<file path="config.mk">
export PLATFORM = sky130hd
export DESIGN_NAME = dbchs_cell
export DESIGN_NICKNAME = d
export VERILOG_FILES = /design/src/hdl/disk_block_to_chs_translator_core_macros.svh /design/src/hdl/dbchs_pkg.sv /design/src/hdl/dbchs_cell.sv
export SDC_FILE = /design/constraint.sdc
export NUM_CORES = 1
export LEC_CHECK = 0
export BUFFER_PORTS_ARGS = -buffer_cell sky130_fd_sc_hd__buf_2
export CORE_MARGIN = 4
export CORE_UTILIZATION = 46
export DETAILED_ROUTE_END_ITERATION = 10
export GPL_ROUTABILITY_DRIVEN = 0
export PLACE_DENSITY_LB_ADDON = 0.08
export SKIP_CTS_REPAIR_TIMING = 1
export SLEW_MARGIN = 10
export SYNTH_ARGS = -nofsm -noshare
export SYNTH_HDL_FRONTEND = slang
export SYNTH_SLANG_ARGS = --single-unit
export TNS_END_PERCENT = 20
</file>
<file path="constraint.sdc">
create_clock -name clk -period 7.5 [get_ports clk]
set_input_delay 0.75 -clock clk [delete_from_list [all_inputs] [get_ports clk]]
set_output_delay 0.75 -clock clk [all_outputs]
set_load 0.05 [all_outputs]
</file>
<file path="src/hdl/disk_block_to_chs_translator_core_macros.svh">
// assertion macros used by the translator top level
// no dependencies
`ifndef DISK_BLOCK_TO_CHS_TRANSLATOR_CORE_MACROS_SVH
`define DISK_BLOCK_TO_CHS_TRANSLATOR_CORE_MACROS_SVH
// property checked every clock edge outside reset
`define DB_ASSERT(lbl, prop, msg) \
  lbl: assert property (@(posedge clk) disable iff (!rst_n) (prop)) else $error(msg);
// check that also holds during reset
`define DB_ASSERT_ALWAYS(lbl, prop, msg) \
  lbl: assert property (@(posedge clk) (prop)) else $error(msg);
`endif

</file>
<file path="src/hdl/dbchs_pkg.sv">
// types and constants for the block to cylinder/head/sector translator
// used by every module in hdl
package dbchs_pkg;
  localparam int SLICE_COUNT  = 16;
  localparam int SLICE_W      = 4;
  localparam int SECTOR_SHIFT = 9;
  localparam int BLOCK_W      = 31;
  localparam int SUM_W        = 32;
  localparam int SPC_W        = 16;
  localparam int BYTES_W      = 25;
  localparam int CYL_W        = 16;
  localparam int CNT_W        = 16;
  localparam int NUM_CELLS    = SUM_W + 1;

  localparam logic [7:0] REG_SPT   = 8'd0;
  localparam logic [7:0] REG_HEADS = 8'd1;
  localparam logic [0:0] ACT_TRANSLATE = 1'b0;
  localparam logic [0:0] ACT_LOAD      = 1'b1;

  // word carried down the divider chain
  typedef struct packed {
    logic                  vld;
    logic [1:0]            unit;
    logic                  rd;
    logic [CNT_W-1:0]      cnt;
    logic [SUM_W-1:0]      quo;   // quotient bits shift in, dividend bits shift out
    logic [SPC_W:0]        rem;   // partial remainder
    logic [SPC_W-1:0]      spc;
    logic [7:0]            spt;
    logic [2:0]            phase; // 0: cylinder divide, 1: head divide
  } dbchs_word_t;
endpackage

</file>
<file path="src/hdl/dbchs_cell.sv">
// one restoring-division step: shifts in one dividend bit and decides one quotient bit
// depends on dbchs_pkg
module dbchs_cell (
  input  logic               clk,
  input  logic               rst_n,
  input  logic               stall,
  input  dbchs_pkg::dbchs_word_t d_in,
  output dbchs_pkg::dbchs_word_t d_out
);
  dbchs_pkg::dbchs_word_t word_r, word_nxt;
  logic [dbchs_pkg::SPC_W+1:0] trial;

  always_comb begin
    word_nxt = d_in;
    trial = {d_in.rem, d_in.quo[dbchs_pkg::SUM_W-1]} - {2'b00, d_in.spc};
    word_nxt.quo = {d_in.quo[dbchs_pkg::SUM_W-2:0], ~trial[dbchs_pkg::SPC_W+1]};
    if (trial[dbchs_pkg::SPC_W+1]) begin
      word_nxt.rem = {d_in.rem[dbchs_pkg::SPC_W-1:0], d_in.quo[dbchs_pkg::SUM_W-1]};
    end else begin
      word_nxt.rem = trial[dbchs_pkg::SPC_W:0];
    end
  end

  always_ff @(posedge clk) begin
    if (!rst_n) begin
      word_r.vld <= 1'b0;
    end else if (!stall) begin
      word_r <= word_nxt;
    end
  end

  assign d_out = word_r;
endmodule

</file>
-- After elaboration in Yosys (flattened, before gate mapping)
Index checks and enable logic that the tools add are counted.
- muxes and demuxes: 1
- reduce and logical (&&, ||, !) cells: 1
- add/subtract/negate cells: 1
- bitwise operators: 2
- operators by type and width (kind ; count):
    18-bit by 16-bit subtractor with 18-bit output ; 1
    17-bit two-way mux ; 1
    1-bit inverter ; 2
    2-bit AND reduction ; 1
- register bits after elaboration: 96
- output and inout port bits: 96
- logic and storage cells: 14

-- Logic depth before layout (Yosys ltp)
- word-level depth: 2
- depth in mapped cells: 11
- mapped depth without buffers: 10

-- Worst setup path after synthesis
No wires, ideal clock.
- path kind: in2reg
- from: input stall
- to: register word_r (netlist bit d_out[0]), enable pin
- path slack: 1.960 ns
- data required time: 6.938 ns
- path buffers: 0
- cell stages on the path: 1
- data arrival time: 4.977 ns
- library setup time: 0.562 ns
- path through: nor2b_1
- cells in the longest elaborated chain, start to end: 2
- RTL lines (element ; RTL line ; text):
    start: declaration ; dbchs_cell.sv:6 ; input logic stall,
    1-bit inverter (no source line) ; - ;
    2-bit AND reduction (no source line) ; - ;
    end signal: assignment ; dbchs_cell.sv:28 ; word_r <= word_nxt;
    end: declaration ; dbchs_cell.sv:10 ; dbchs_pkg::dbchs_word_t word_r, word_nxt;
No other way between the ends.
A chain may end at the register's enable or synchronous reset.

==> summary.md <==
| Metric | Value |
|---|---|
| Post-Syn Instances | around 250 |
| Final design instance area without fill | roughly 5300 µm² |
| Pins Over Slew Limit | 0 |
| Final setup fails | 0 |
| Syn nets | between 300 and 400 |
| FMAX | approximately 0.32 GHz |
| Critical-path cell list | buf_2, inv_1, ha_1, nand3_1, or4_1, a31oi_2, nor3_4, xnor2_4, mux2_2 |
| Worst slack, placed | between 3000 and 4000 ps |
| Routed wire length | between 9000 and 10,000 µm |
| Critical path capture point type | flip-flop |
| Clock transition time at the flip-flop clock pins of the worst setup and hold paths | 90 ps |
| Number of flip-flops and latches in the synthesized netlist | 96 |
| Slowest cell on the critical path | xnor2_4 |
| Power density cells | 246.3 nW/µm² |
| DRC violation total after the first TritonRoute iteration | just over 70 |
| Max Buffers Root-to-Sink | 2 |
| Initial standard-cell utilization of the core | around half |
| DIE AREA | 10,360 µm² |
| Total negative setup slack | 0 ps |
| Critical path class | in2reg |
| Final critical-path required period | approximately 3200 ps |
| Nets | ~560 |
| Unique cell type count in the Yosys netlist | 40 |
| Gr ovfl total | 0 |
| Number of I/O pins | 195 |
| Fraction of final layout cells with drive strength greater than 1 | approximately 51% |
| Pin slew with the least headroom to its limit | just under 900 ps |
| TritonCTS clock tree | yes |
| Highest ir drop seen on vdd | 0.1222 mV |
| Req. time, crit path | 7610 ps |
| Vias per cell | between 4 and 5 |
| Arrival time of data at the critical path endpoint | between 3000 and 4000 ps |
| Largest net degree at the start of global routing | between 70 and 80 |
| Unrepaired setup endpoints after global routing | no |
| Reported leakage power | 2.282 nW |
| Total global routing track utilization | 18.10% |
| Fraction of the yosys area taken by sequential cells | around 71% |
| CTS H-tree lvls | 3 |
| Height of the chip | ~100 µm |
| Class of the worst hold path | reg2reg |
| Maximum fanout encountered on the critical timing path | 18 |
| Half-perimeter wire length of the detailed placement result | approximately 7400 µm |
| Count of input and output buffers | roughly 190 |
| Run status | completed |
| Proportion of synthesized flip-flops having asynchronous set or reset | 0% |
| Area of the mapped netlist | 4046 µm² |
| Number of buffers created by CTS | 9 |
| Die extent in x | about 100 µm |
| Total cell area at the placement stage | ~5100 µm² |
| Slowest stage delay, CP | around 630 ps |
| Cell row count | 33 |
| Yosys warns | 0 |
| Number of enable-type register cells in the synthesized netlist | 95 |
| Post-Synthesis Mean Instance Area | between 15 and 20 µm² |
| Sink Count | 96 |
| Post-detailed-route DRC marker count | 0 |
| Remaining max-slew budget at the tightest pin | roughly two fifths |
| Number of global-route vias before repair | about 2,700 |
| Startpoint type of the worst setup path | input pin |
| Max-cap violations | 0 |
| Wire length of the first global-routing pass | between 10,000 and 15,000 µm |
| Root buffer selected by CTS | clkbuf_8 |
| Drt wl/cell | 17.29 µm |
| Ys flop type | edfxtp_1 |
| P&R area growth vs syn | 30.64% |
| Clock latency on the worst-skew pair | about 350 ps |
| Router iterations before antenna repair | 4 |
| Final Skew | 0 ps |
| Final cycle utilization of the critical path | 42.16% |
| Max FFs per register | 96 |
| Via Count | ~2,700 |
| Count of endpoints failing hold in the final timing report | 0 |
| Placeable core region | approximately 8400 µm² |
| Antenna diodes | 0 |
| Number of antenna violations at the first check in global routing | 0 |
| Number of routed nets with antenna violations | 0 |
| Worst setup slack after layout | about 4300 ps |
## cell families after synthesis
| logic type | Yosys count | share of synthesized area (%) |
|---|---|---|
| DFF | 96 | 71.00 |
| AOI/OAI and AO/OA | 40 | 6.277 |
| muxes | 17 | 5.195 |
| and+or+nand+nor | 38 | 4.886 |
| xor gates and xnor gates | 16 | 3.927 |
| buffers and inverters | 23 | 3.277 |
| adders and majority gates | 17 | 5.442 |
## layer usage
layer	wire length (µm)	vias up	global-route usage, %
li1	-	1327	-
met1	3726	1251	21.11
met2	4716	125	31.19
met3	1012	15	5.441
met4	154	0	7.362
met5	0	-	0
## cells in the mapped netlist, drive strengths merged (3+ instances only)
cell     n  share of area (%)
a21oi   18                2.3
a31oi    3               0.62
buf      6                1.7
edfxtp  95                 71
ha      16                4.9
inv     17                1.6
mux2    14                4.5
mux2i    3               0.74
nand2   14                1.4
nand2b   3               0.46
nand3    4               0.49
nor2     7               0.65
nor2b    3               0.46
o211ai   3               0.68
o21ai    8               0.99
xnor2   11                2.8
xor2     5                1.1
## where the power goes
group	switching [mW]	total [mW]	leakage, nW	internal (mW)
Clock	0.179	0.333	0.0921	0.154
Sequential	0.00887	0.647	0.900	0.638
Combinational	0.226	0.322	1.29	0.0965
Total	0.414	1.30	2.28	0.888
## metrics by stage
stage / std cells / hold slack [ps] / total power [mW] / utilization [%]
after floorplan: 247 / 751.6 / 0.9066 / -
final: 556 / 532.6 / 1.302 / 63.07
after detailed placement: 541 / 515.6 / 0.9830 / 60.79
after global routing: 556 / 536.6 / 1.357 / 63.07
after CTS: 556 / 537.2 / 1.316 / 63.07
after global placement: 541 / 496.7 / 0.9793 / 60.79
## critical path: cells and delay by family
family,cells,cell delay [ps]
buf+inv,2,130
simple gates,3,700
fa+ha+maj,1,420
compound gates,1,210
xor+xnor,1,630
mux,1,420
## cell usage in the layout (no fill, tap or decap), drive strengths merged, types with 2 or more instances in the layout
cell / count
clkbuf: 9
nand2b: 3
nand2: 14
mux2i: 3
o21ai: 8
nand4: 2
nor2: 7
clkinvlp: 2
buf: 195
o211ai: 3
ha: 16
inv: 19
a21oi: 18
xor2: 5
nor2b: 3
a211oi: 2
xnor2: 11
o2111ai: 2
a31oi: 3
mux2: 14
edfxtp: 95
nand3: 4
## final timing paths
check / cells past startpoint / from / endpoint / slack [ps]
max: 9 / d_in[21] / d_out[36] / 4340
min reg2reg: 2 / d_out[95] / d_out[95] / 530
min: 2 / d_out[95] / d_out[95] / 530
max reg2reg: 2 / d_out[95] / d_out[95] / 6900
## layout make-up
cell class / instances / area, µm²
clock inverters: 6 / 67.56
flip-flops and latches: 96 / 2873
well taps: 105 / 131.4
multi-input cells: 128 / 1049
clock buffers: 9 / 123.9
repair buffers: 195 / 978.4
fillers: 694 / 3095
inverters: 17 / 63.81
(Power assumes the default switching activity.)
