--- config.mk ---
export PLATFORM = sky130hd
export DESIGN_NAME = dbchs_front
export DESIGN_NICKNAME = d
export VERILOG_FILES = /design/src/hdl/disk_block_to_chs_translator_core_macros.svh /design/src/hdl/dbchs_pkg.sv /design/src/hdl/dbchs_front.sv
export SDC_FILE = /design/constraint.sdc
export NUM_CORES = 1
export LEC_CHECK = 0
export BUFFER_PORTS_ARGS = -buffer_cell sky130_fd_sc_hd__buf_4
export CAP_MARGIN = 20
export CORE_AREA = 2 2 262 238
export CTS_CLUSTER_DIAMETER = 50
export CTS_CLUSTER_SIZE = 24
export DETAILED_ROUTE_END_ITERATION = 10
export DIE_AREA = 0 0 264 240
export SLEW_MARGIN = 20
export SYNTH_ARGS = -nofsm -noshare
export SYNTH_HDL_FRONTEND = slang
export SYNTH_SLANG_ARGS = --single-unit
--- constraint.sdc ---
create_clock -name clk -period 6.3 [get_ports clk]
set_input_delay 1.26 -clock clk [delete_from_list [all_inputs] [get_ports clk]]
set_output_delay 1.26 -clock clk [all_outputs]
set_load 0.01 [all_outputs]
--- src/hdl/disk_block_to_chs_translator_core_macros.svh ---
// assertion macros used by the translator top level
// no dependencies
`ifndef DISK_BLOCK_TO_CHS_TRANSLATOR_CORE_MACROS_SVH
`define DISK_BLOCK_TO_CHS_TRANSLATOR_CORE_MACROS_SVH
// property checked every clock edge outside reset
`define DB_ASSERT(lbl, prop, msg) \
  lbl: assert property (@(posedge clk) disable iff (!rst_n) (prop)) else $error(msg);
// check that also holds during reset
`define DB_ASSERT_ALWAYS(lbl, prop, msg) \
  lbl: assert property (@(posedge clk) (prop)) else $error(msg);
`endif

--- src/hdl/dbchs_pkg.sv ---
// types and constants for the block to cylinder/head/sector translator
// used by every module in hdl
package dbchs_pkg;
  localparam int SLICE_COUNT  = 16;
  localparam int SLICE_W      = 4;
  localparam int SECTOR_SHIFT = 9;
  localparam int BLOCK_W      = 31;
  localparam int SUM_W        = 32;
  localparam int SPC_W        = 16;
  localparam int BYTES_W      = 25;
  localparam int CYL_W        = 16;
  localparam int CNT_W        = 16;
  localparam int NUM_CELLS    = SUM_W + 1;

  localparam logic [7:0] REG_SPT   = 8'd0;
  localparam logic [7:0] REG_HEADS = 8'd1;
  localparam logic [0:0] ACT_TRANSLATE = 1'b0;
  localparam logic [0:0] ACT_LOAD      = 1'b1;

  // word carried down the divider chain
  typedef struct packed {
    logic                  vld;
    logic [1:0]            unit;
    logic                  rd;
    logic [CNT_W-1:0]      cnt;
    logic [SUM_W-1:0]      quo;   // quotient bits shift in, dividend bits shift out
    logic [SPC_W:0]        rem;   // partial remainder
    logic [SPC_W-1:0]      spc;
    logic [7:0]            spt;
    logic [2:0]            phase; // 0: cylinder divide, 1: head divide
  } dbchs_word_t;
endpackage

--- src/hdl/dbchs_front.sv ---
// slice table, base add, geometry and sector count rounding
// depends on dbchs_pkg
module dbchs_front (
  input  logic                          clk,
  input  logic                          rst_n,
  input  logic                          stall,
  input  logic                          take,
  input  logic                          action,
  input  logic [1:0]                    drive_unit,
  input  logic [3:0]                    slice_index,
  input  logic [dbchs_pkg::BLOCK_W-1:0] block_number,
  input  logic [dbchs_pkg::BYTES_W-1:0] byte_count,
  input  logic                          is_read,
  input  logic [dbchs_pkg::BLOCK_W-1:0] base_value,
  input  logic [7:0]                    spt_reg,
  input  logic [7:0]                    heads_reg,
  output dbchs_pkg::dbchs_word_t        d_out
);
  logic [dbchs_pkg::BLOCK_W-1:0] table_r [dbchs_pkg::SLICE_COUNT];
  logic [dbchs_pkg::BLOCK_W-1:0] base;
  logic [7:0] spt, hpc;
  logic [dbchs_pkg::BYTES_W:0] cnt_sum;
  logic [dbchs_pkg::BYTES_W-dbchs_pkg::SECTOR_SHIFT:0] cnt_full;
  dbchs_pkg::dbchs_word_t word_r, word_nxt;

  always_ff @(posedge clk) begin
    if (take && action == dbchs_pkg::ACT_LOAD) begin
      table_r[slice_index] <= base_value;
    end
  end

  always_comb begin
    base = table_r[slice_index];
    spt = (spt_reg == 8'd0) ? 8'd1 : spt_reg;
    hpc = (heads_reg == 8'd0) ? 8'd1 : heads_reg;
    cnt_sum = {1'b0, byte_count} + ((dbchs_pkg::BYTES_W+1)'(1) << dbchs_pkg::SECTOR_SHIFT)
              - (dbchs_pkg::BYTES_W+1)'(1);
    cnt_full = cnt_sum[dbchs_pkg::BYTES_W:dbchs_pkg::SECTOR_SHIFT];
    word_nxt.vld = take && action == dbchs_pkg::ACT_TRANSLATE;
    word_nxt.unit = drive_unit;
    word_nxt.rd = is_read;
    word_nxt.cnt = (cnt_full > (dbchs_pkg::BYTES_W-dbchs_pkg::SECTOR_SHIFT+1)'(16'hFFFF))
                   ? 16'hFFFF : cnt_full[dbchs_pkg::CNT_W-1:0];
    word_nxt.quo = {1'b0, block_number} + {1'b0, base};
    word_nxt.rem = '0;
    word_nxt.spc = {8'h00, spt} * {8'h00, hpc};
    word_nxt.spt = spt;
    word_nxt.phase = 3'd0;
  end

  always_ff @(posedge clk) begin
    if (!rst_n) begin
      word_r.vld <= 1'b0;
    end else if (!stall) begin
      word_r <= word_nxt;
    end
  end

  assign d_out = word_r;
endmodule

# Yosys cells after proc, flatten, opt, wreduce, memory -nomap -nowiden

Memories as Yosys holds them, arrays and structs flattened.
Cells that the tools add are included.

$add $sub $neg: 3
$mul: 1
Order comparisons: 1
Mux-type cells: 4
Bitwise gates (word level): 2
Reductions and logical operators: 5

Operator list:

| kind                                                                    | count |
|---|---|
| 31-bit by 31-bit adder with 32-bit output                               | 1 |
| 25-bit by 10-bit adder with 26-bit output (second input constant)       | 1 |
| 26-bit by 1-bit subtractor with 26-bit output (second input constant)   | 1 |
| 17-bit by 16-bit > comparator with 1-bit output (second input constant) | 1 |
| 8-bit logical NOT                                                       | 2 |
| 8-bit by 8-bit multiplier with 16-bit output                            | 1 |
| 8-bit two-way mux                                                       | 2 |
| 1-bit logical AND                                                       | 2 |
| 1-bit two-way mux                                                       | 2 |
| 1-bit NOT                                                               | 2 |
| 2-bit AND reduction                                                     | 1 |

Bits in registers: 76
Memory bits (writable): 496
Word-level logic and storage cells: 24
Memories: 1

Memory list:

| name    | words | bits a word | rd ports | clocked after Yosys merged registers in | wr ports | line              | text |
|---|---|---|---|---|---|---|---|
| table_r | 16    | 31          | 1        | 0                                       | 1        | dbchs_front.sv:19 | `logic [dbchs_pkg::BLOCK_W-1:0] table_r [dbchs_pkg::SLICE_COUNT];` |

# Logic depth before layout (Yosys ltp)

Gate-level depths: netlist of run 1.

Depth after elaboration: 3
Gate-level depth with buffers: 20
Mapped depth without buffers: 19

# Worst setup path before layout of run 1

OpenSTA, ideal clock, no wires.

Path kind: input-to-reg
Start point: input port spt_reg[5]
End point: register word_r, in the netlist d_out[24] (data pin)
Library setup time: 0.258 ns
Arrival time: 5.415 ns
Data required time: 6.042 ns
Slack: 0.627 ns
Stages: 19
Path buffers: 1
Path through: clkbuf_1 nor4_1 a21oi_1 inv_1 nand2_1 fa_1 fa_1 inv_1 fa_1 inv_1 fa_1 inv_1 ha_1 a21boi_0 o21ai_0 a22oi_1 a41oi_1 nor2b_1 xnor2_1

RTL lines:

| item                   | line              | text |
|---|---|---|
| start: declaration     | dbchs_front.sv:15 | `input logic [7:0] spt_reg,` |
| end signal: assignment | dbchs_front.sv:55 | `word_r <= word_nxt;` |
| end: declaration       | dbchs_front.sv:24 | `dbchs_pkg::dbchs_word_t word_r, word_nxt;` |

==> results of run 1 <==
==> cell usage in the layout (no fill, tap or decap), types with 38 or more instances in the layout <==
cell,count
edfxtp_1,571
buf_4,222
mux4_2,155
ha_1,67
inv_1,66
clkbuf_16,59
nand2_1,50
and2_1,39
a21oi_1,38
==> area by class of cell <==
class | instances | area share (%)
timing repair buffer | 227 | 5.895
clock inverter | 46 | 1.802
tap | 792 | 3.318
multi-input combinational | 672 | 25.70
inverter | 66 | 0.8296
clock buffer | 60 | 4.957
sequential | 572 | 57.49
antenna | 1 | 0.008380
==> metal layers <==
metal  vias up  global-route usage [%]
met1      6867                   25.73
met5         -                       0
li1       5834                       -
met3        94                   3.564
met4         6                   5.320
met2       413                   31.37
==> flip-flops by register name, indices dropped and copies added, names as in the netlist <==
register and cells:
d_out 76, table_r 496
==> logic make-up (layout without fill, tap and decap cells) <==
logic type / after synthesis / in the layout / synth area share [%]
AND/OR/NAND/NOR: 225 / 225 / 4.557
buffers and inverters: 137 / 399 / 2.393
multiplexers: 157 / 157 / 13.90
adder cells (fa/ha/maj): 104 / 104 / 6.252
flip-flops: 572 / 572 / 67.96
other: 1 / 21 / 0.01485
AO/OA/AOI/OAI: 117 / 117 / 3.215
XOR/XNOR: 49 / 49 / 1.699
==> metrics by stage <==
stage          std cells  util (%)  total power, mW
2_1_floorplan       1381         -            5.310
3_3_place_gp        2329     45.88            5.761
3_5_place_dp        2329     45.88            5.781
4_1_cts             2435     49.20            9.339
5_1_grt             2436     49.21            9.611
6_report            2436     49.21            9.243
==> cell usage after synthesis (all sizes together) (2+ instances only) <==
cell type	instances
edfxtp	571
mux4	155
ha	67
inv	66
nand2	51
nor2	49
and2	39
a21oi	38
fa	37
buf	36
xnor2	36
clkbuf	35
o21ai	25
nor2b	21
a21o	20
nand3	18
xor2	13
nor3	11
nand4	10
nand2b	7
a211oi	5
and3	5
nor4	5
a21boi	4
or3	4
o31ai	3
a2111oi	2
a31oi	2
a41oi	2
nand4b	2
o211ai	2
o21bai	2
o31a	2
or2	2
==> how the worst min path moves through the flow <==
stage	start	end	slack, ns	depth (start not counted)
3_3_place_gp	d_out[95]$_SDFFE_PN0N_	d_out[95]$_SDFFE_PN0N_	0.50	2
4_1_cts	d_out[95]$_SDFFE_PN0N_	d_out[95]$_SDFFE_PN0N_	0.54	2
5_1_grt	d_out[95]$_SDFFE_PN0N_	d_out[95]$_SDFFE_PN0N_	0.57	2
3_5_place_dp	d_out[95]$_SDFFE_PN0N_	d_out[95]$_SDFFE_PN0N_	0.51	2
2_1_floorplan	d_out[95]$_SDFFE_PN0N_	d_out[95]$_SDFFE_PN0N_	0.53	2
6_report	d_out[95]$_SDFFE_PN0N_	d_out[95]$_SDFFE_PN0N_	0.54	2
==> worst max-delay path, delay by kind of cell <==
kind,cells,cell delay (ns)
compound gates,5,0.96
xor+xnor,1,0.12
fa+ha+maj,5,2.42
buf+inv,5,0.39
simple gates,3,0.57
==> power groups by stage <==
stage / logic, mW / registers, mW / clock network, mW
finish: 1.31 / 4.38 / 3.55
global route: 1.45 / 4.39 / 3.77
CTS: 1.33 / 4.38 / 3.63
detailed placement: 1.32 / 4.47 / 0
global placement: 1.30 / 4.47 / 0
floorplan: 0.821 / 4.49 / 0
==> reports/summary.txt, run 1 <==
count of cells resized by post-cts repair -> 0
Highest Signal Layer -> met5
R2R Path Start -> table_r[10][2]$_DFFE_PP_
starting density of the core -> 41.62%
Die W -> 264 µm
vias after detailed routing -> 13.21k
Die ar. -> 63360 µm²
number of global-route vias before repair -> 13.53k
Crit. End Element -> register
WHS -> 0.5401 ns
Area after DPL -> 27840 µm²
CP required -> 6.66 ns
grt ovf -> 0
Finished Cell Area -> 29860 µm²
Post-CTS Hold Fix Bufs -> 0
area grow syn2layout -> 18.23%
Post-synth ARST share -> 0%
synth top area cells -> edfxtp_1 (68%), mux4_2 (14%), ha_1 (3.3%)
met3 WL post-DR -> 3654 µm
share of the synthesized area in the top cell type -> 67.89%
fillcell total -> 5082
status -> complete, no violations
r2r worst-path depth -> 11
Worst setup SP type -> input port
overall routing resource usage -> 18.92%
CP Launch Point -> spt_reg[3]
actual slew at the worst max-slew pin -> 0.9114 ns
Placer Congestion -> 0.7882
area of the multi-input gates -> 7676 µm²
slew margin rel. -> 39.10%
I/O pin cnt -> 211
Clk Tree Root Cell -> clkbuf_16
clk buf depth -> 3
FF+latch count, synth -> 572
peak per-stage delay on the critical path -> 0.55 ns
WL/cell -> 24.34 µm
Max Fclk -> 0.1867 GHz
Post-Syn Instances -> 1362
distinct cell type count after synthesis -> 59
setup_tns -> 0 ns
share of layout cells above drive strength 1 -> 31.47%
final WL -> 59290 µm
register area -> 17170 µm²
Hold Crit Class -> register to register
clock share of power -> 38.5%
first-pass detailed-route iteration total -> 5
RSZ-0062 raised after global routing -> no
Int Power -> 6.795 mW
Post-Place Setup Slack -> 0.3165 ns
largest net degree at the start of global routing -> 54
Post-Syn Area -> 25260 µm²
Die Height -> 240 µm
H-Tree Depth -> 2
Setup crit end -> d_out[24]$_DFFE_PP_
detailed-route DRC error count -> 0
yosys warns -> 0
Port Buffers -> 190
wire length on met1 -> 24990 µm
Worst path slowest cell -> fa_1
Leakage -> 10.43 nW
CP cell instances -> buf_4 -> nor4_1 -> a21oi_1 -> inv_1 -> nand2_1 -> fa_1 -> fa_1 -> inv_1 -> fa_1 -> inv_1 -> fa_1 -> inv_1 -> ha_1 -> a21boi_0 -> o21ai_0 -> a22oi_1 -> a41oi_1 -> nor2b_1 -> xnor2_1
Critical Path Fanout Max -> 10
initial antenna violation count -> 4
Synth Flop Type -> edfxtp_1
CTS Buf Count -> 57
fin nets -> 1815
Worst Path Arrival -> 5.72 ns
Sink Count -> 572
final setup margin -> 0.9437 ns
first-pass GRT wire length -> 87830 µm
FF-to-FF setup slack -> 1.94 ns
worst vdd rail ir drop -> 0.0002103 V
Seq pwr share -> 47.4%
Final Critical Period -> 5.356 ns
critical path class -> input port to register
Via density -> 5.424
final setup vio count -> 0
endpoints failing hold -> 0
Net Switching -> 2.449 mW
postcts setup bufs -> 0
DP Wirelength -> 36700 µm
fin. max-slew vios -> 0
Max Cap Violations -> 0
Antenna Nets Post-Route -> 0
1st-iter DRT viols -> 1058
final cycle utilization of the critical path -> 85.02%
Core Footprint -> 60690 µm²
Post-synth EDFFs -> 571
WL met2 -> 29220 µm
FF-to-FF End -> d_out[68]$_DFFE_PP_
Yosys top cell by area -> edfxtp_1
worst skew pair latency -> 0.63 ns
Avg Inst Size Synth -> 18.54 µm²
Logic pwr share -> 14.1%
total power per unit cell area -> 309.5 nW/µm²
Cell Rows -> 86
register area share after synthesis -> 67.96%
CTS tree -> done
Sw Ratio -> 26.49%
clock-pin slew on the worst setup and hold paths -> 0.08 ns
worst clock skew -> 0.02762 ns
(Power assumes the default switching activity.)
==> run 2, diff against run 1 <==
==> constraint.sdc (replaced) <==
create_clock -name clk -period 6.3 [get_ports clk]
set_input_delay 0.945 -clock clk [delete_from_list [all_inputs] [get_ports clk]]
set_output_delay 0.945 -clock clk [all_outputs]
set_load 0.01 [all_outputs]
==> run 2 against run 1 <==
Compared with the run above: cell count is 0.25% lower; largest power group unchanged; non-clock buffer count shrank 4; largest cell class unchanged; highest routed layer unchanged; routed wire length shrank 1.1%.
==> reports/summary.txt, run 2 (synthesis gave the netlist of run 1 again) <==
first-pass GRT wire length -> 87120 µm (-0.81%)
number of global-route vias before repair -> 13.52k (-0.12%)
Die ar. -> 63360 µm² (unchanged)
RSZ-0062 raised after global routing -> no
clk buf depth -> 3 (unchanged)
Clk Tree Root Cell -> clkbuf_16
Sw Ratio -> 26.48% (about the same)
starting density of the core -> 41.62% (unchanged)
CTS tree -> done
CTS Buf Count -> 56 (-1.8%)
Crit. path cell count -> 18 (-1)
Logic pwr share -> 13.8% (-0.3 points)
first-pass detailed-route iteration total -> 5 (unchanged)
Cell Rows -> 86 (unchanged)
postcts setup bufs -> 0 (unchanged)
final setup vio count -> 0 (unchanged)
final WL -> 58650 µm (-1.1%)
Worst path slowest cell -> fa_1
Core Footprint -> 60690 µm² (unchanged)
peak per-stage delay on the critical path -> 0.57 ns (+0.02 ns)
share of layout cells above drive strength 1 -> 31.32% (-0.15 points)
Inserted Diodes -> 0 (-1)
Worst setup SP type -> input port
family with the most delay on the worst path -> adder cells
most frequent cells in the layout -> edfxtp_1 (571), buf_4 (220), mux4_2 (155), ha_1 (67), inv_1 (66)
Via density -> 5.415 (-0.18%)
FF-to-FF End -> d_out[72]$_DFFE_PP_
area of the multi-input gates -> 7676 µm² (unchanged)
Net Switching -> 2.485 mW (+1.5%)
fin. max-slew vios -> 0 (unchanged)
Port Buffers -> 190 (unchanged)
critical path class -> input port to register
Pwr Total -> 9.385 mW (+1.5%)
slew margin rel. -> 33.03% (-6.1 points)
Sink Count -> 572 (unchanged)
fillcell total -> 5047 (-0.69%)
largest net degree at the start of global routing -> 62 (+15%)
status -> complete, no violations
DP Wirelength -> 36640 µm (-0.15%)
hold worst-path end -> d_out[94]$_DFFE_PP_
clock-pin slew on the worst setup and hold paths -> 0.07 ns (about the same)
Worst Path Arrival -> 5.70 ns (-0.02 ns)
Leakage -> 10.43 nW (about the same)
gr busiest metal -> met2
I/O pin cnt -> 211 (unchanged)
Max Fclk -> 0.1883 GHz (+0.83%)
WHS -> 0.4993 ns (-0.04080 ns)
FF-to-FF setup slack -> 2.27 ns (+0.33 ns)
area grow syn2layout -> 18.31% (about the same)
WP buf/inv -> 5 (unchanged)
vias after detailed routing -> 13.16k (-0.42%)
Die Height -> 240 µm (unchanged)
grt met2 use -> 30.92% (-0.45 points)
grt ovf -> 0 (unchanged)
Max Cap Violations -> 0 (unchanged)
Die W -> 264 µm (unchanged)
Hold Crit Class -> input port to register
Post-CTS Hold Fix Bufs -> 0 (unchanged)
1st-iter DRT viols -> 1148 (+8.5%)
Hold Path Stages -> 1 (-1)
final cycle utilization of the critical path -> 84.32% (-0.70 points)
Hold Startpoint -> drive_unit[1]
clock share of power -> 39.5% (+1.0 points)
endpoints failing hold -> 0 (unchanged)
r2r worst-path depth -> 11 (unchanged)
worst skew pair latency -> 0.64 ns (about the same)
Top reg by flops -> table_r
count of cells resized by post-cts repair -> 0 (unchanged)
overall routing resource usage -> 18.69% (-0.23 points)
detailed-route DRC error count -> 0 (unchanged)
H-Tree Depth -> 2 (unchanged)
Crit. End Element -> register
register area -> 17170 µm² (unchanged)
Seq pwr share -> 46.7% (-0.7 points)
actual slew at the worst max-slew pin -> 1.002 ns (+0.09083 ns)
worst vdd rail ir drop -> 0.0002865 V (+36%)
flip-flop count of the largest register after layout -> 496 (unchanged)
Placer Congestion -> 0.8048 (+2.1%)
fin nets -> 1810 (-0.28%)
setup_tns -> 0 ns (unchanged)
Final Critical Period -> 5.312 ns (-0.04422 ns)
initial antenna violation count -> 3 (-1)
total power per unit cell area -> 314.1 nW/µm² (+1.5%)
CP cell instances -> buf_4 -> nor4_1 -> a21oi_1 -> inv_1 -> nand2_1 -> fa_1 -> fa_1 -> inv_1 -> fa_1 -> inv_1 -> fa_1 -> inv_1 -> ha_1 -> a21boi_0 -> nor3_1 -> o31ai_1 -> o211ai_1 -> xnor2_1
most common cell after layout, fill and taps aside -> edfxtp_1
R2R Path Start -> table_r[15][7]$_DFFE_PP_
worst clock skew -> 0.02140 ns (-0.006225 ns)
WL/cell -> 24.14 µm (-0.83%)
CP required -> 6.69 ns (+0.03 ns)
M3 GR Usage -> 4.168% (+0.60 points)
Critical Path Fanout Max -> 10 (unchanged)
Int Power -> 6.900 mW (+1.5%)
GR Util met1 -> 25.12% (-0.61 points)
Antenna Nets Post-Route -> 0 (unchanged)
==> run 2: metal layers <==
layer	vias up	wire, µm
met2	397	28620
met4	6	1193
met3	83	3838
met5	-	35
li1	5831	-
met1	6841	24970
==> run 2: area by class of cell <==
class	instances	area share [%]
clock buffers	57	4.702
clock inverters	48	2.311
inverters	66	0.8290
multi-input cells	672	25.69
flip-flops and latches	572	57.45
well taps	792	3.316
repair buffers	223	5.707
==> run 2: per-stage QoR <==
step | worst slack [ns] | utilization [%] | std cells | area (µm²)
after floorplan | 0.9424 | - | 1381 | 25330
after global placement | 0.4632 | 45.79 | 2325 | 27790
after detailed placement | 0.3677 | 45.79 | 2325 | 27790
after CTS | 1.047 | 49.24 | 2430 | 29880
after global routing | 0.8730 | 49.24 | 2430 | 29880
final | 0.9879 | 49.24 | 2430 | 29880
==> run 2: how the worst max path moves through the flow <==
| stage | end | startpoint | slack, ns |
|---|---|---|---|
| floorplan | d_out[24]$_DFFE_PP_ | spt_reg[5] | 0.94 |
| global placement | d_out[24]$_DFFE_PP_ | spt_reg[3] | 0.46 |
| detailed placement | d_out[25]$_DFFE_PP_ | spt_reg[3] | 0.37 |
| CTS | d_out[25]$_DFFE_PP_ | spt_reg[3] | 1.05 |
| global route | d_out[24]$_DFFE_PP_ | spt_reg[3] | 0.87 |
| finish | d_out[25]$_DFFE_PP_ | spt_reg[3] | 0.99 |
==> run 2: power groups by stage <==
stage | Sequential (mW) | Combinational (mW) | Clock, mW
after floorplan | 4.49 | 0.821 | 0
after global placement | 4.47 | 1.28 | 0
after detailed placement | 4.47 | 1.30 | 0
after CTS | 4.39 | 1.31 | 3.79
after global routing | 4.39 | 1.43 | 3.93
final | 4.39 | 1.30 | 3.70
==> run 3, diff against run 2 <==
- clock period: 6.3 -> 4.7 ns (I/O delays scaled with it)
==> run 3 against run 2 <==
Compared with the run above: combinational power is 55% higher; power is 34% higher; clock power is 27% higher; register-to-register slack worse by 1.6 ns; non-clock buffer count is 131 higher; critical endpoint is now d_out[26]$_DFFE_PP_.
==> reports/summary.txt, run 3 (synthesis gave the netlist of run 1 again) <==
Hold Crit Class -> input port to register
Via density -> 5.334 (-1.5%)
Core Footprint -> 60690 µm² (unchanged)
most common cell after layout, fill and taps aside -> edfxtp_1
Area after DPL -> 28950 µm² (+4.2%)
endpoints failing hold -> 0 (unchanged)
Post-Place Setup Slack -> -0.2645 ns (-0.6322 ns)
starting density of the core -> 41.62% (unchanged)
r2r worst-path depth -> 12 (+1)
Leakage -> 11.06 nW (+6.0%)
Antenna Nets Post-Route -> 0 (unchanged)
Die Height -> 240 µm (unchanged)
postcts setup bufs -> 0 (unchanged)
CTS Buf Count -> 56 (unchanged)
Post-CTS Hold Fix Bufs -> 0 (unchanged)
worst clock skew -> 0.03286 ns (+0.01146 ns)
hold worst-path end -> d_out[93]$_DFFE_PP_
fin nets -> 1941 (+7.2%)
Hold Startpoint -> drive_unit[0]
FF-to-FF setup slack -> 0.69 ns (-1.58 ns)
Critical Path Fanout Max -> 3 (-7)
Worst Path Arrival -> 4.71 ns (-0.99 ns)
vias after detailed routing -> 13.67k (+3.9%)
grt ovf -> 0 (unchanged)
CP required -> 5.05 ns (-1.64 ns)
worst vdd rail ir drop -> 0.0003085 V (+7.7%)
largest net degree at the start of global routing -> 42 (-32%)
Sink Count -> 572 (unchanged)
final cycle utilization of the critical path -> 92.77%
Max Fclk -> 0.2294 GHz
Placer Congestion -> 0.8384 (+4.2%)
actual slew at the worst max-slew pin -> 0.8539 ns (-0.1482 ns)
CTS tree -> done
family with the most delay on the worst path -> adder cells
CP cell instances -> buf_4 -> nor4_4 -> a21oi_2 -> inv_1 -> nand2_1 -> fa_1 -> fa_1 -> inv_1 -> fa_1 -> inv_1 -> fa_1 -> inv_2 -> ha_4 -> a21boi_2 -> o21ai_1 -> a22oi_1 -> a41oi_1 -> a21oi_1 -> xnor2_1
final WL -> 60130 µm (+2.5%)
worst skew pair latency -> 0.64 ns (about the same)
R2R Path Start -> table_r[4][2]$_DFFE_PP_
Cell Rows -> 86 (unchanged)
final setup vio count -> 0 (unchanged)
total power per unit cell area -> 407.0 nW/µm² (+30%)
1st-iter DRT viols -> 1109 (-3.4%)
clock-pin slew on the worst setup and hold paths -> 0.07 ns (about the same)
status -> complete, no violations
slew margin rel. -> 42.95% (+9.9 points)
clk buf depth -> 3 (unchanged)
first-pass GRT wire length -> 89490 µm (+2.7%)
I/O pin cnt -> 211 (unchanged)
share of layout cells above drive strength 1 -> 36.57% (+5.3 points)
Max Cap Violations -> 0 (unchanged)
most used cell, CP -> fa_1
RSZ-0062 raised after global routing -> no
Crit. End Element -> register
WP buf/inv -> 5 (unchanged)
overall routing resource usage -> 19.22% (+0.52 points)
critical path class -> input port to register
Port Buffers -> 190 (unchanged)
Die W -> 264 µm (unchanged)
Die ar. -> 63360 µm² (unchanged)
placed cells -> 2456 (+5.6%)
H-Tree Depth -> 2 (unchanged)
Top reg by flops -> table_r
most frequent cells in the layout -> edfxtp_1 (571), buf_4 (340), mux4_2 (155), ha_1 (66), inv_1 (65)
first-pass detailed-route iteration total -> 5 (unchanged)
Clk Tree Root Cell -> clkbuf_16
Final Critical Period -> 4.360 ns
count of cells resized by post-cts repair -> 0 (unchanged)
WL/cell -> 23.46 µm (-2.8%)
fin util -> 50.93% (+1.7 points)
final setup margin -> 0.3400 ns (-0.6479 ns)
initial antenna violation count -> 8 (+5)
Worst setup SP type -> input port
flip-flop count of the largest register after layout -> 496 (unchanged)
peak per-stage delay on the critical path -> 0.52 ns (-0.05 ns)
Hold Path Stages -> 1 (unchanged)
fin. max-slew vios -> 0 (unchanged)
number of global-route vias before repair -> 14.26k (+5.5%)
Finished Cell Area -> 30910 µm² (+3.4%)
DP Wirelength -> 39430 µm (+7.6%)
area grow syn2layout -> 22.38%
detailed-route DRC error count -> 0 (unchanged)
FF-to-FF End -> d_out[68]$_DFFE_PP_
Finished Layout Cells -> 2563 (+5.5%)
Worst path slowest cell -> fa_1
==> run 3: worst max-delay path by stage <==
stage	start	to	slack, ns	depth (start not counted)
after detailed placement	spt_reg[5]	d_out[24]$_DFFE_PP_	-0.26	19
after global placement	spt_reg[5]	d_out[24]$_DFFE_PP_	-0.30	19
after floorplan	spt_reg[5]	d_out[24]$_DFFE_PP_	-0.05	19
after global routing	spt_reg[5]	d_out[26]$_DFFE_PP_	0.02	20
after CTS	spt_reg[5]	d_out[26]$_DFFE_PP_	0.37	19
final	spt_reg[5]	d_out[26]$_DFFE_PP_	0.34	19
==> run 3: metrics by stage <==
step                TNS (ns)  total power, mW  hold WS (ns)
CTS                        0            12.73        0.2335
global route               0            13.12        0.2497
detailed placement    -1.307            8.015        0.5126
floorplan           -0.06646            7.138        0.5347
global placement      -1.310            7.985        0.4959
finish                     0            12.58        0.2730
==> run 3: where the power goes <==
| part | internal, mW | switching (mW) | total, mW |
|---|---|---|---|
| clock network | 2.48 | 2.22 | 4.70 |
| logic | 0.988 | 1.02 | 2.01 |
| registers | 5.82 | 0.0484 | 5.87 |
==> run 3: per-layer routing <==
metal	wire length (µm)	track usage, %
met1	25340	25.38
met2	29580	32.16
met3	3530	3.892
met4	1598	6.147
met5	75	0
==> run 3: final cells by class <==
type / instances / area (µm²)
diodes: 2 / 5.005
clock buffers: 60 / 1438
clock inverters: 45 / 521.8
fillers: 5031 / 29780
inverters: 66 / 247.7
multi-input cells: 672 / 7714
flip-flops and latches: 572 / 17170
well taps: 792 / 991.0
repair buffers: 354 / 2826
